<file path="config.mk">
export PLATFORM = sky130hd
export DESIGN_NAME = pcx_rle_image_decoder_top
export DESIGN_NICKNAME = d
export VERILOG_FILES = /design/src/design/pcxrle_pkg.sv /design/src/design/pcxrle_alu.sv /design/src/design/pcx_rle_image_decoder_top.sv
export SDC_FILE = /design/constraint.sdc
export NUM_CORES = 1
export LEC_CHECK = 0
export BUFFER_PORTS_ARGS = -buffer_cell sky130_fd_sc_hd__buf_4
export CAP_MARGIN = 20
export CORE_MARGIN = 2
export CORE_UTILIZATION = 50
export DETAILED_ROUTE_END_ITERATION = 8
export PLACE_DENSITY = 0.73
export SYNTH_ARGS = -nofsm -noshare
export SYNTH_HDL_FRONTEND = slang
export SYNTH_SLANG_ARGS = --single-unit
</file>
<file path="constraint.sdc">
create_clock -name clk -period 7.4 [get_ports clk]
set_input_delay 0.37 -clock clk [delete_from_list [all_inputs] [get_ports clk]]
set_output_delay 0.37 -clock clk [all_outputs]
set_load 0.05 [all_outputs]
</file>
<file path="src/design/pcxrle_pkg.sv">
// ----------------------------------------------------------------------------
// pcxrle_pkg
// Shared types and constants for the PCX RLE image decoder.
// ----------------------------------------------------------------------------
package pcxrle_pkg;

  // header layout
  localparam int HEADER_BYTES  = 128;
  localparam int HPOS_W        = $clog2(HEADER_BYTES);
  localparam int POS_BPP       = 3;
  localparam int POS_BOUND_LO  = 4;
  localparam int POS_BOUND_HI  = 11;
  localparam int POS_PLANES    = 65;

  localparam logic [7:0] BPP_SUPPORTED    = 8'd8;
  localparam logic [7:0] PLANES_SUPPORTED = 8'd1;

  // window bound slots
  localparam int BOUND_W   = 16;
  localparam int BOUND_N   = 4;
  localparam int BND_XMIN  = 0;
  localparam int BND_YMIN  = 1;
  localparam int BND_XMAX  = 2;
  localparam int BND_YMAX  = 3;

  // sizes
  localparam int DIM_W      = 17;
  localparam int PIX_CNT_W  = 33;
  localparam int ALU_W      = 34;
  localparam int MUL_STEPS  = DIM_W;
  localparam int MUL_CNT_W  = $clog2(MUL_STEPS);
  localparam int RUN_W      = 6;

  // top two bits set marks a run byte (value 192 and up)
  localparam logic [1:0] RUN_MARK = 2'b11;

  typedef enum logic [1:0] {
    KIND_HEADER = 2'd0,
    KIND_UNSUP  = 2'd1,
    KIND_PIXEL  = 2'd2
  } item_kind_t;

  typedef enum logic [1:0] {
    PH_IDLE,
    PH_HEADER,
    PH_DATA,
    PH_DONE
  } phase_t;

  typedef enum logic [2:0] {
    SQ_WAIT,
    SQ_WSUB,
    SQ_WINC,
    SQ_HSUB,
    SQ_HINC,
    SQ_MUL,
    SQ_HDR_OUT,
    SQ_EMIT
  } seq_t;

  typedef enum logic {
    ALU_ADD,
    ALU_SUB
  } alu_op_t;

endpackage

</file>
<file path="src/design/pcxrle_alu.sv">
// ----------------------------------------------------------------------------
// pcxrle_alu
// Shared add/subtract unit; subtract result is negative when bit ALU_W-1 set.
// ----------------------------------------------------------------------------
module pcxrle_alu import pcxrle_pkg::*; (
  input  alu_op_t          op,
  input  logic [ALU_W-1:0] a,
  input  logic [ALU_W-1:0] b,
  output logic [ALU_W-1:0] sum
);

  always_comb begin
    unique case (op)
      ALU_ADD: sum = a + b;
      ALU_SUB: sum = a + ~b + ALU_W'(1);
      default: sum = a + b;
    endcase
  end

endmodule

</file>
<file path="src/design/pcx_rle_image_decoder_top.sv">
// ----------------------------------------------------------------------------
// pcx_rle_image_decoder_top
// PCX 8 bpp single-plane decoder: header parse, size check, RLE expansion.
// ----------------------------------------------------------------------------
//
//  channel | dir | tdata                                     | tuser / tlast
//  --------+-----+-------------------------------------------+---------------------------
//  in_     | in  | [7:0] file_byte                           | tuser: first_byte
//  out_    | out | [7:0] pixel_value, [24:8] image_width,    | tuser: [1:0] item_kind,
//          |     | [41:25] image_height, [47:42] zero        | [2] image_end; tlast: run_last
//
//  Header and ignored bytes are accepted as they come. A literal pixel byte
//  is accepted, then loads the output register. A run byte pair accepts
//  both bytes, then loads the output register once per emitted pixel (up
//  to 63). The last header byte starts the size calculation (width, then
//  height: subtract, then increment) and, for a supported image only, a
//  shift-add multiply for the pixel count, all on the one shared adder,
//  then posts the header word. in_tready is low while the sequencer is
//  busy and while a result waits for a free output register.
//  Reset (rst_n low, synchronous) returns to idle; bytes before the first
//  word marked by in_tuser are dropped.
//
module pcx_rle_image_decoder_top import pcxrle_pkg::*; (
  input  logic        clk,
  input  logic        rst_n,

  input  logic        in_tvalid,
  output logic        in_tready,
  input  logic [7:0]  in_tdata,    // [7:0] file_byte
  input  logic        in_tuser,    // [0] first_byte

  output logic        out_tvalid,
  input  logic        out_tready,
  output logic [47:0] out_tdata,   // [7:0] pixel_value, [24:8] image_width,
                                   // [41:25] image_height, [47:42] zero
  output logic [2:0]  out_tuser,   // [1:0] item_kind, [2] image_end
  output logic        out_tlast    // run_last
);

  // control state
  seq_t                  seq_r, seq_nxt;
  phase_t                phase_r, phase_nxt;
  logic [HPOS_W-1:0]     hpos_r, hpos_nxt;
  logic                  run_pend_r, run_pend_nxt;
  logic                  out_valid_r, out_valid_nxt;
  logic [MUL_CNT_W-1:0]  mul_cnt_r, mul_cnt_nxt;
  logic [RUN_W-1:0]      cnt_r, cnt_nxt;

  // datapath state
  logic [7:0]            bpp_r, bpp_nxt;
  logic [7:0]            planes_r, planes_nxt;
  logic [BOUND_W-1:0]    bounds_r [BOUND_N];
  logic [BOUND_W-1:0]    bounds_nxt [BOUND_N];
  logic [RUN_W-1:0]      run_len_r, run_len_nxt;
  logic [PIX_CNT_W-1:0]  remain_r, remain_nxt;
  logic [PIX_CNT_W-1:0]  mcand_r, mcand_nxt;
  logic [DIM_W-1:0]      mplier_r, mplier_nxt;
  logic [DIM_W-1:0]      width_r, width_nxt;
  logic [DIM_W-1:0]      height_r, height_nxt;
  logic                  bad_r, bad_nxt;
  logic [7:0]            pix_r, pix_nxt;

  // output register
  item_kind_t            o_kind_r, o_kind_nxt;
  logic [7:0]            o_pix_r, o_pix_nxt;
  logic [DIM_W-1:0]      o_w_r, o_w_nxt;
  logic [DIM_W-1:0]      o_h_r, o_h_nxt;
  logic                  o_last_r, o_last_nxt;
  logic                  o_end_r, o_end_nxt;

  // shared adder
  alu_op_t               alu_op;
  logic [ALU_W-1:0]      alu_a, alu_b, alu_sum;

  logic                  in_acc;
  logic                  slot_free;
  phase_t                eff_phase;
  logic [HPOS_W-1:0]     eff_pos;
  logic [HPOS_W-1:0]     pos_off;
  logic                  rem_zero;
  logic                  last_px;

  pcxrle_alu u_alu (
    .op  (alu_op),
    .a   (alu_a),
    .b   (alu_b),
    .sum (alu_sum)
  );

  assign in_tready = (seq_r == SQ_WAIT);
  assign in_acc    = in_tvalid && in_tready;
  assign slot_free = !out_valid_r || out_tready;

  // a marked word restarts the file as header byte 0
  assign eff_phase = in_tuser ? PH_HEADER : phase_r;
  assign eff_pos   = in_tuser ? '0 : hpos_r;
  assign pos_off   = eff_pos - HPOS_W'(POS_BOUND_LO);

  assign rem_zero  = (alu_sum[PIX_CNT_W-1:0] == '0);
  assign last_px   = (cnt_r == RUN_W'(1)) || rem_zero;

  // adder operand select
  always_comb begin
    alu_op = ALU_ADD;
    alu_a  = ALU_W'(remain_r);
    alu_b  = ALU_W'(mcand_r);
    unique case (seq_r)
      SQ_WSUB: begin
        alu_op = ALU_SUB;
        alu_a  = ALU_W'(bounds_r[BND_XMAX]);
        alu_b  = ALU_W'(bounds_r[BND_XMIN]);
      end
      SQ_WINC: begin
        alu_a = ALU_W'(width_r);
        alu_b = ALU_W'(1);
      end
      SQ_HSUB: begin
        alu_op = ALU_SUB;
        alu_a  = ALU_W'(bounds_r[BND_YMAX]);
        alu_b  = ALU_W'(bounds_r[BND_YMIN]);
      end
      SQ_HINC: begin
        alu_a = ALU_W'(height_r);
        alu_b = ALU_W'(1);
      end
      SQ_EMIT: begin
        alu_op = ALU_SUB;
        alu_b  = ALU_W'(1);
      end
      default: begin
        alu_op = ALU_ADD;
      end
    endcase
  end

  // sequencer
  always_comb begin
    seq_nxt       = seq_r;
    phase_nxt     = phase_r;
    hpos_nxt      = hpos_r;
    run_pend_nxt  = run_pend_r;
    out_valid_nxt = out_valid_r && !out_tready;
    mul_cnt_nxt   = mul_cnt_r;
    cnt_nxt       = cnt_r;
    bpp_nxt       = bpp_r;
    planes_nxt    = planes_r;
    bounds_nxt    = bounds_r;
    run_len_nxt   = run_len_r;
    remain_nxt    = remain_r;
    mcand_nxt     = mcand_r;
    mplier_nxt    = mplier_r;
    width_nxt     = width_r;
    height_nxt    = height_r;
    bad_nxt       = bad_r;
    pix_nxt       = pix_r;
    o_kind_nxt    = o_kind_r;
    o_pix_nxt     = o_pix_r;
    o_w_nxt       = o_w_r;
    o_h_nxt       = o_h_r;
    o_last_nxt    = o_last_r;
    o_end_nxt     = o_end_r;

    unique case (seq_r)
      SQ_WAIT: begin
        if (in_acc) begin
          if (in_tuser) begin
            phase_nxt    = PH_HEADER;
            run_pend_nxt = 1'b0;
          end
          unique case (eff_phase)
            PH_HEADER: begin
              if (eff_pos == HPOS_W'(POS_BPP)) begin
                bpp_nxt = in_tdata;
              end else if (eff_pos == HPOS_W'(POS_PLANES)) begin
                planes_nxt = in_tdata;
              end else if (eff_pos >= HPOS_W'(POS_BOUND_LO) &&
                           eff_pos <= HPOS_W'(POS_BOUND_HI)) begin
                if (pos_off[0]) begin
                  bounds_nxt[pos_off[2:1]][15:8] = in_tdata;
                end else begin
                  bounds_nxt[pos_off[2:1]][7:0] = in_tdata;
                end
              end
              if (eff_pos == HPOS_W'(HEADER_BYTES - 1)) begin
                seq_nxt = SQ_WSUB;
                bad_nxt = 1'b0;
              end else begin
                hpos_nxt = eff_pos + HPOS_W'(1);
              end
            end
            PH_DATA: begin
              if (run_pend_r) begin
                run_pend_nxt = 1'b0;
                run_len_nxt  = '0;
                if (run_len_r != '0) begin
                  cnt_nxt = run_len_r;
                  pix_nxt = ~in_tdata;
                  seq_nxt = SQ_EMIT;
                end
              end else if (in_tdata[7:6] == RUN_MARK) begin
                run_len_nxt  = in_tdata[RUN_W-1:0];
                run_pend_nxt = 1'b1;
              end else begin
                cnt_nxt = RUN_W'(1);
                pix_nxt = ~in_tdata;
                seq_nxt = SQ_EMIT;
              end
            end
            default: begin
              // idle or finished: word dropped
            end
          endcase
        end
      end

      SQ_WSUB: begin
        width_nxt = alu_sum[DIM_W-1:0];
        if (alu_sum[ALU_W-1]) begin
          bad_nxt = 1'b1;
        end
        seq_nxt = SQ_WINC;
      end

      SQ_WINC: begin
        width_nxt = alu_sum[DIM_W-1:0];
        seq_nxt   = SQ_HSUB;
      end

      SQ_HSUB: begin
        height_nxt = alu_sum[DIM_W-1:0];
        if (alu_sum[ALU_W-1]) begin
          bad_nxt = 1'b1;
        end
        seq_nxt = SQ_HINC;
      end

      SQ_HINC: begin
        height_nxt = alu_sum[DIM_W-1:0];
        if (bad_r || bpp_r != BPP_SUPPORTED || planes_r != PLANES_SUPPORTED) begin
          bad_nxt = 1'b1;
          seq_nxt = SQ_HDR_OUT;
        end else begin
          remain_nxt  = '0;
          mcand_nxt   = PIX_CNT_W'(width_r);
          mplier_nxt  = alu_sum[DIM_W-1:0];
          mul_cnt_nxt = MUL_CNT_W'(MUL_STEPS - 1);
          seq_nxt     = SQ_MUL;
        end
      end

      SQ_MUL: begin
        // one shift-add step per cycle
        if (mplier_r[0]) begin
          remain_nxt = alu_sum[PIX_CNT_W-1:0];
        end
        mcand_nxt  = mcand_r << 1;
        mplier_nxt = mplier_r >> 1;
        mul_cnt_nxt = mul_cnt_r - MUL_CNT_W'(1);
        if (mul_cnt_r == '0) begin
          seq_nxt = SQ_HDR_OUT;
        end
      end

      SQ_HDR_OUT: begin
        if (slot_free) begin
          out_valid_nxt = 1'b1;
          o_pix_nxt     = '0;
          o_last_nxt    = 1'b1;
          o_end_nxt     = 1'b0;
          run_pend_nxt  = 1'b0;
          run_len_nxt   = '0;
          if (bad_r) begin
            o_kind_nxt = KIND_UNSUP;
            o_w_nxt    = '0;
            o_h_nxt    = '0;
            phase_nxt  = PH_DONE;
          end else begin
            o_kind_nxt = KIND_HEADER;
            o_w_nxt    = width_r;
            o_h_nxt    = height_r;
            phase_nxt  = PH_DATA;
          end
          seq_nxt = SQ_WAIT;
        end
      end

      SQ_EMIT: begin
        if (slot_free) begin
          out_valid_nxt = 1'b1;
          o_kind_nxt    = KIND_PIXEL;
          o_pix_nxt     = pix_r;
          o_w_nxt       = '0;
          o_h_nxt       = '0;
          o_last_nxt    = last_px;
          o_end_nxt     = rem_zero;
          remain_nxt    = alu_sum[PIX_CNT_W-1:0];
          cnt_nxt       = cnt_r - RUN_W'(1);
          if (last_px) begin
            seq_nxt = SQ_WAIT;
          end
          if (rem_zero) begin
            phase_nxt = PH_DONE;
          end
        end
      end

      default: begin
        seq_nxt = SQ_WAIT;
      end
    endcase
  end

  always_ff @(posedge clk) begin
    if (!rst_n) begin
      seq_r       <= SQ_WAIT;
      phase_r     <= PH_IDLE;
      hpos_r      <= '0;
      run_pend_r  <= 1'b0;
      out_valid_r <= 1'b0;
      mul_cnt_r   <= '0;
      cnt_r       <= '0;
    end else begin
      seq_r       <= seq_nxt;
      phase_r     <= phase_nxt;
      hpos_r      <= hpos_nxt;
      run_pend_r  <= run_pend_nxt;
      out_valid_r <= out_valid_nxt;
      mul_cnt_r   <= mul_cnt_nxt;
      cnt_r       <= cnt_nxt;
    end
  end

  always_ff @(posedge clk) begin
    bpp_r     <= bpp_nxt;
    planes_r  <= planes_nxt;
    bounds_r  <= bounds_nxt;
    run_len_r <= run_len_nxt;
    remain_r  <= remain_nxt;
    mcand_r   <= mcand_nxt;
    mplier_r  <= mplier_nxt;
    width_r   <= width_nxt;
    height_r  <= height_nxt;
    bad_r     <= bad_nxt;
    pix_r     <= pix_nxt;
    o_kind_r  <= o_kind_nxt;
    o_pix_r   <= o_pix_nxt;
    o_w_r     <= o_w_nxt;
    o_h_r     <= o_h_nxt;
    o_last_r  <= o_last_nxt;
    o_end_r   <= o_end_nxt;
  end

  assign out_tvalid = out_valid_r;
  assign out_tdata  = {6'b0, o_h_r, o_w_r, o_pix_r};
  assign out_tuser  = {o_end_r, o_kind_r};
  assign out_tlast  = o_last_r;

`ifndef SYNTH
  // pixel expansion only runs with pixels still owed
  a_emit_has_work: assert property (@(posedge clk) disable iff (!rst_n)
    (seq_r == SQ_EMIT) |-> (phase_r == PH_DATA && remain_r != '0))
    else $error("pixel emission with no pixels remaining");

  // the image-end pixel always closes its input word
  a_end_is_last: assert property (@(posedge clk) disable iff (!rst_n)
    (out_tvalid && out_tuser[2]) |-> out_tlast)
    else $error("image end without run_last");

  // pixel count is only multiplied for a supported header
  a_mul_good_hdr: assert property (@(posedge clk) disable iff (!rst_n)
    (seq_r == SQ_MUL) |-> !bad_r)
    else $error("multiply running on unsupported header");

  // after the image completes, no pixel word is loaded
  a_done_quiet: assert property (@(posedge clk) disable iff (!rst_n)
    (phase_r == PH_DONE && seq_r == SQ_WAIT) |=> (seq_r != SQ_EMIT))
    else $error("pixel emission after image end");
`endif

endmodule
</file>
# Word level (Yosys, flattened, before mapping)
# Index checks and enable logic that the tools add are counted.
dict set report totals {
  register_bits 283
  latch_bits 0
  ram_bits 0
  romBits 0
  elab_cells 215
  n_memories 0
}
dict set report classes {
  addsub 7
  mul 0
  div 0
  magnitude_cmp 4
  n_eq_ne 38
  shift 0
  mux 91
  n_bitwise 7
  reduce_logical 41
}
# op count
set op_table {}
lappend op_table {{$pmux W33 S3} 2}
lappend op_table {{$mux W33} 4}
lappend op_table {{$pmux W33 S4} 1}
lappend op_table {{$bwmux W64} 2}
lappend op_table {{$mux W17} 6}
lappend op_table {{$pmux W17 S2} 3}
lappend op_table {{$pmux W34 S2} 1}
lappend op_table {{$mux W6} 11}
lappend op_table {{$pmux W33 S2} 1}
lappend op_table {{$demux W16 S2} 2}
lappend op_table {{$mux W64} 1}
lappend op_table {{$mux W8} 6}
lappend op_table {{$add A33 B33 Y34} 1}
lappend op_table {{$add A33 B34 Y34} 1}
lappend op_table {{$add A34 B1 Y34 const B} 1}
lappend op_table {{$not A33 Y34} 1}
lappend op_table {{$logic_not A33 Y1} 1}
lappend op_table {{$mux W3} 9}
lappend op_table {{$pmux W3 S8} 1}
lappend op_table {{$pmux W6 S2} 2}
lappend op_table {{$reduce_and A5 Y1} 4}
lappend op_table {{$mux W1} 19}
lappend op_table {{$ne A2 B2 Y1 const B} 9}
lappend op_table {{$reduce_and A6 Y1} 3}
lappend op_table {{other kinds (51)} 96}

# Longest topological paths before layout
dict set report logic_depth {
  ltp_word 12
  ltp_mapped 22
  depth_no_buf 19
}

# By module
# A second synthesis with hierarchy kept.
dict set report unflattened {
  hier_cells 1555
  area_unflattened_um2 16046.6
}
# module instances cells_each area_per_inst_um2 seq_area_each_um2
set modules_own_cells {}
lappend modules_own_cells {pcx_rle_image_decoder_top 1 1021 12499.5 8247.9}
lappend modules_own_cells {pcxrle_alu 1 534 3547.2 0.0}

# Least setup slack after synthesis
# No wires, ideal clock.
dict set report synth_timing {
  path_kind {reg2reg}
  start {reg seq_r[1]}
  end {reg seq_r[2]}
  setup_time_ns 0.115
  arrival_time_ns 6.096
  slack_ns 1.189
  path_stages_with_launch 20
  path_buffers 5
  synth_period_minus_slack_ns 6.211
  path_cell_list {dfxtp_1 clkbuf_1 buf_1 buf_1 clkbuf_1 mux2i_1 o21ai_0 ha_1 o21ba_2 or4_4 a2111o_1 a21o_1 mux2i_1 xnor2_1 nand4b_1 or4_1 or4b_1 buf_2 or4_1 and3_1}
}
dict set report synth_between {
  elab_chain_len 11
}
# item line_no
set synth_lines {}
lappend synth_lines {{start: declaration} pcx_rle_image_decoder_top.sv:41} ;# seq_t seq_r, seq_nxt;
lappend synth_lines {{start signal: assignment} pcx_rle_image_decoder_top.sv:323} ;# seq_r <= seq_nxt;
lappend synth_lines {{$eq A3 B3 Y1 / $eq A3 B2 Y1 (equally long branches)} {pcx_rle_image_decoder_top.sv:107, pcx_rle_image_decoder_top.sv:163}}
lappend synth_lines {{$reduce_or A3 Y1 (no line)} --}
lappend synth_lines {{$pmux W33 S3} pcx_rle_image_decoder_top.sv:107} ;# unique case (seq_r)
lappend synth_lines {{$not A33 Y34} pcxrle_alu.sv:15} ;# ALU_SUB: sum = a + ~b + ALU_W'(1);
lappend synth_lines {{$add A33 B34 Y34} pcxrle_alu.sv:15}
lappend synth_lines {{$add A34 B1 Y34} pcxrle_alu.sv:15}
lappend synth_lines {{$pmux W34 S2} pcxrle_alu.sv:13} ;# unique case (op)
lappend synth_lines {{$logic_not A33 Y1} pcx_rle_image_decoder_top.sv:99} ;# assign rem_zero = (alu_sum[PIX_CNT_W-1:0] == '0);
lappend synth_lines {{$logic_or A1 B1 Y1} pcx_rle_image_decoder_top.sv:100} ;# assign last_px = (cnt_r == RUN_W'(1)) || rem_zero;
lappend synth_lines {{$ne A2 B2 Y1 (no line)} --}
lappend synth_lines {{$reduce_and A9 Y1 (no line)} --}
# Several ways; a longest one is shown, not always the timed one.
# A chain may end at the register's enable or synchronous reset.

# Final worst setup path
dict set report layout_timing {
  start {reg seq_r[0]}
  end {reg seq_r[2]}
}
dict set report layout_between {
  elab_chain_len 11
}
# item line_no
set layout_lines {}
lappend layout_lines {{$eq A3 B3 Y1 / $eq A3 B2 Y1 (equally long branches)} pcx_rle_image_decoder_top.sv:107}
lappend layout_lines {{$reduce_or A3 Y1 (no line)} --}
lappend layout_lines {{$pmux W33 S3} pcx_rle_image_decoder_top.sv:107}
lappend layout_lines {{$not A33 Y34} pcxrle_alu.sv:15}
lappend layout_lines {{$add A33 B34 Y34} pcxrle_alu.sv:15}
lappend layout_lines {{$add A34 B1 Y34} pcxrle_alu.sv:15}
lappend layout_lines {{$pmux W34 S2 (*)} pcxrle_alu.sv:13}
lappend layout_lines {{named net alu_sum[8]} pcx_rle_image_decoder_top.sv:73} ;# logic [ALU_W-1:0] alu_a, alu_b, alu_sum;
lappend layout_lines {{$logic_not A33 Y1 (*)} pcx_rle_image_decoder_top.sv:99}
lappend layout_lines {{$logic_or A1 B1 Y1 (*)} pcx_rle_image_decoder_top.sv:100}
lappend layout_lines {{$ne A2 B2 Y1 (no line) (*)} --}
lappend layout_lines {{$reduce_and A9 Y1 (no line) (*)} --}
# Mark *: on every way through the listed nets, which the timed path passes. The rest lies on a longest branch.

==> metrics.cfg <==
[sta]
worst_pin_slew_ns=1.04
maxSlewHeadroom=0.302
fmax_ghz=0.153
rsz0062_at_grt=no
setup_viol=0
fin_crit_sh=0.881
final_hold_viol_count=0
slew_violations=0
tns_ns=0
skew_ns=0.0457
hold_slack_ns=0.108
min_period_ns=6.52

[cts]
clk_latency_ns=0.60
cts_resized=0
root_buffer=clkbuf_16
clk_pin_slew_ns=0.06
clock_path_buffers=3
cts_hold_buffers=8
cts_setup_buffers=0
cts_sinks=283
cts_buffers=30
htree_num_levels=1
cts_tree=yes

[drt]
antenna_left=0
drt-total-wl_um=46900
dr_total_vias=13100
drtPass1Iterations=6
wl_per_cell_um=21.6
drc=0
avgViaCountPerCell=6.02
first_iter_violations=1320

[place]
dp_cells=2109
hpwl_um=34300
io_buffers=60
gp_congestion=0.935

[yosys]
synth_top_area_share=0.469
synth_edf_count=258
ys_top_cells_by_area=edfxtp_1, ha_1, nor2_1
syn-cell-area_sq_um=16500
yosysWarnings=0
synth_cells=1677
ys_types=82
ys.flop_type=edfxtp_1
async_reset_ff_frac=0
yosysSeqAreaShare=0.499
yosys_register_bits=283
yosys.area.top_type=edfxtp_1
avgSynthCellArea_sq_um=9.86

[floorplanning]
num_rows=66
io_pins=67
dieArea_sq_um=34500
core-area_sq_um=32500
die_h_um=186
start_util=0.508
dieWidth_um=186

[global_route]
grt_pass1_vias=12500
grt_start_max_net_pins=51
antenna_found_initial=1
grt_first_pass_wirelength_um=72500
grt_overflow=0
grtUsageTotal=0.274

[layout]
area_growth_pct=12.1
fillers=2813
antenna_cells=0
final_cells=2174
drive_gt1_frac=0.102
finalNetCount=1796

[pwr]
power_leakage_nw=7.01
total_power_mw=6.82
peakVddDrop_mv=0.226
power_per_cell_area_nw_per_um2=368

[flow_run]
max_cap_viol_count=0

[critical_path]
worstPathArrival_ns=7.01
end_kind=register
start_kind=register
cp.required_ns=7.89
path_max_fanout=23
critPathKind=reg2reg

[status]
status=complete, no violations

[min_path]
min_path_type=in2reg

-- logic make-up (layout without fill, tap and decap cells) --
kind of cell               count (synthesis)  count (layout)  share of synthesized area
DFF                                      283             283                      0.499
xor gates and xnor gates                  27              27                     0.0143
other                                      1               6                   0.000227
adders and majority gates                 75              75                     0.0577
AOI/OAI and AO/OA                        357             357                      0.137
and+or+nand+nor                          682             682                      0.199
muxes                                     54              54                     0.0448
buffers and inverters                    198             248                     0.0475
-- through the flow --
| step | setup WS, ns | util | cell area, sq um |
|---|---|---|---|
| after floorplan | 1.19 | - | 16500 |
| after global placement | 1.11 | 0.534 | 17400 |
| after detailed placement | 1.04 | 0.534 | 17400 |
| after CTS | 0.971 | 0.569 | 18500 |
| after global routing | 0.464 | 0.570 | 18500 |
| final | 0.878 | 0.570 | 18500 |
-- flip-flops by register name, indices dropped and copies added (netlist names), 2 cells and up --
register and flops:
bounds_r 64, mcand_r 33, remain_r 33, height_r 17, mplier_r 17, o_h_r 17
o_w_r 17, width_r 17, bpp_r 8, o_pix_r 8, pix_r 8, planes_r 8
hpos_r 7, cnt_r 6, run_len_r 6, mul_cnt_r 5, seq_r 3, o_kind_r 2
phase_r 2
-- report_power, final --
part	leakage (nW)	switching, mW	internal [mW]
Combinational	3.92	2.11	1.03
Sequential	2.58	0.0998	1.99
Clock	0.506	0.638	0.963
-- cell usage after synthesis, types with 4 or more instances --
| master | instances |
|---|---|
| or3_1 | 6 |
| nand2_1 | 175 |
| mux2i_1 | 38 |
| o311ai_0 | 4 |
| and3_1 | 8 |
| o2111ai_1 | 5 |
| clkbuf_1 | 76 |
| a211oi_1 | 14 |
| nand4_1 | 13 |
| buf_1 | 13 |
| ha_1 | 73 |
| a31oi_1 | 13 |
| nor4_1 | 27 |
| a21oi_1 | 121 |
| nand3_1 | 30 |
| nor2_1 | 198 |
| buf_4 | 7 |
| or4_1 | 7 |
| nor3_1 | 61 |
| edfxtp_1 | 258 |
| nand2b_1 | 20 |
| o31ai_1 | 5 |
| a41oi_1 | 6 |
| xor2_1 | 5 |
| o21a_1 | 11 |
| a22oi_1 | 4 |
| mux4_2 | 16 |
| a311oi_1 | 6 |
| o32ai_1 | 4 |
| nor2b_1 | 45 |
| o211ai_1 | 8 |
| o21bai_1 | 10 |
| xnor2_1 | 22 |
| a21o_1 | 12 |
| buf_2 | 6 |
| o21ai_0 | 85 |
| inv_1 | 92 |
| o22ai_1 | 5 |
| dfxtp_1 | 25 |
| nor4b_1 | 7 |
| and2_1 | 65 |
-- cell usage in the layout (no fill, tap or decap), drive strengths merged, types with 6 or more instances in the layout --
| cell | count |
|---|---|
| edfxtp | 258 |
| nor2 | 198 |
| nand2 | 175 |
| a21oi | 121 |
| inv | 92 |
| buf | 89 |
| o21ai | 88 |
| ha | 73 |
| and2 | 65 |
| nor3 | 61 |
| nor2b | 45 |
| clkbuf | 44 |
| mux2i | 38 |
| nand3 | 30 |
| nor4 | 27 |
| dfxtp | 25 |
| xnor2 | 22 |
| nand2b | 20 |
| mux4 | 16 |
| a211oi | 15 |
| a31oi | 13 |
| nand4 | 13 |
| a21o | 12 |
| o21a | 11 |
| o21bai | 10 |
| or4 | 9 |
| o211ai | 8 |
| and3 | 8 |
| dlygate4sd3 | 8 |
| clkinv | 8 |
| nor4b | 7 |
| or3 | 6 |
| a41oi | 6 |
| a311oi | 6 |
| conb | 6 |
-- worst max-delay path, cell delays in order (launching register included) --
cell       delay [ns]
dfxtp_1          0.70
nor2_2           0.20
xnor2_1          0.35
nor2_2           0.08
buf_4            0.24
nand2_1          0.10
o21ai_0          0.13
ha_1             0.54
inv_1            0.14
a2111oi_1        0.55
a211oi_1         0.16
a21oi_1          0.19
xnor2_1          0.19
inv_1            0.13
nor4_1           0.45
nand4b_1         0.17
or4_1            0.61
or4b_1           0.73
or4_1            0.56
and3_1           0.19
-- per-layer routing --
| metal | GRT usage | routed length [um] | up-vias |
|---|---|---|---|
| met5 | 0 | 0 | - |
| met1 | 0.381 | 20200 | 6328 |
| li1 | - | - | 6109 |
| met4 | 0.0702 | 1140 | 0 |
| met3 | 0.0358 | 3270 | 71 |
| met2 | 0.454 | 22300 | 587 |
-- layout make-up --
| class | count | area (sq um) | area share |
|---|---|---|---|
| inverters | 94 | 353 | 0.0190 |
| clock inverters | 13 | 218 | 0.0117 |
| multi-input cells | 1201 | 7550 | 0.408 |
| flip-flops and latches | 283 | 8250 | 0.445 |
| repair buffers | 98 | 766 | 0.0413 |
| well taps | 442 | 553 | 0.0298 |
| clock buffers | 43 | 840 | 0.0453 |
-- worst paths after layout --
kind | slack, ns | end | start | depth (start not counted)
worst min register to register | 0.51 | mplier_r[2]$_DFFE_PP_ | mplier_r[3]$_DFFE_PP_ | 2
worst max register to register | 0.88 | seq_r[2]$_SDFFE_PN0P_ | seq_r[0]$_SDFFE_PN0P_ | 19
worst max-delay path | 0.88 | seq_r[2]$_SDFFE_PN0P_ | seq_r[0]$_SDFFE_PN0P_ | 19
worst min-delay path | 0.11 | seq_r[1]$_SDFFE_PN0P_ | rst_n | 3
No activity file was read; power rests on OpenSTA's default activity.
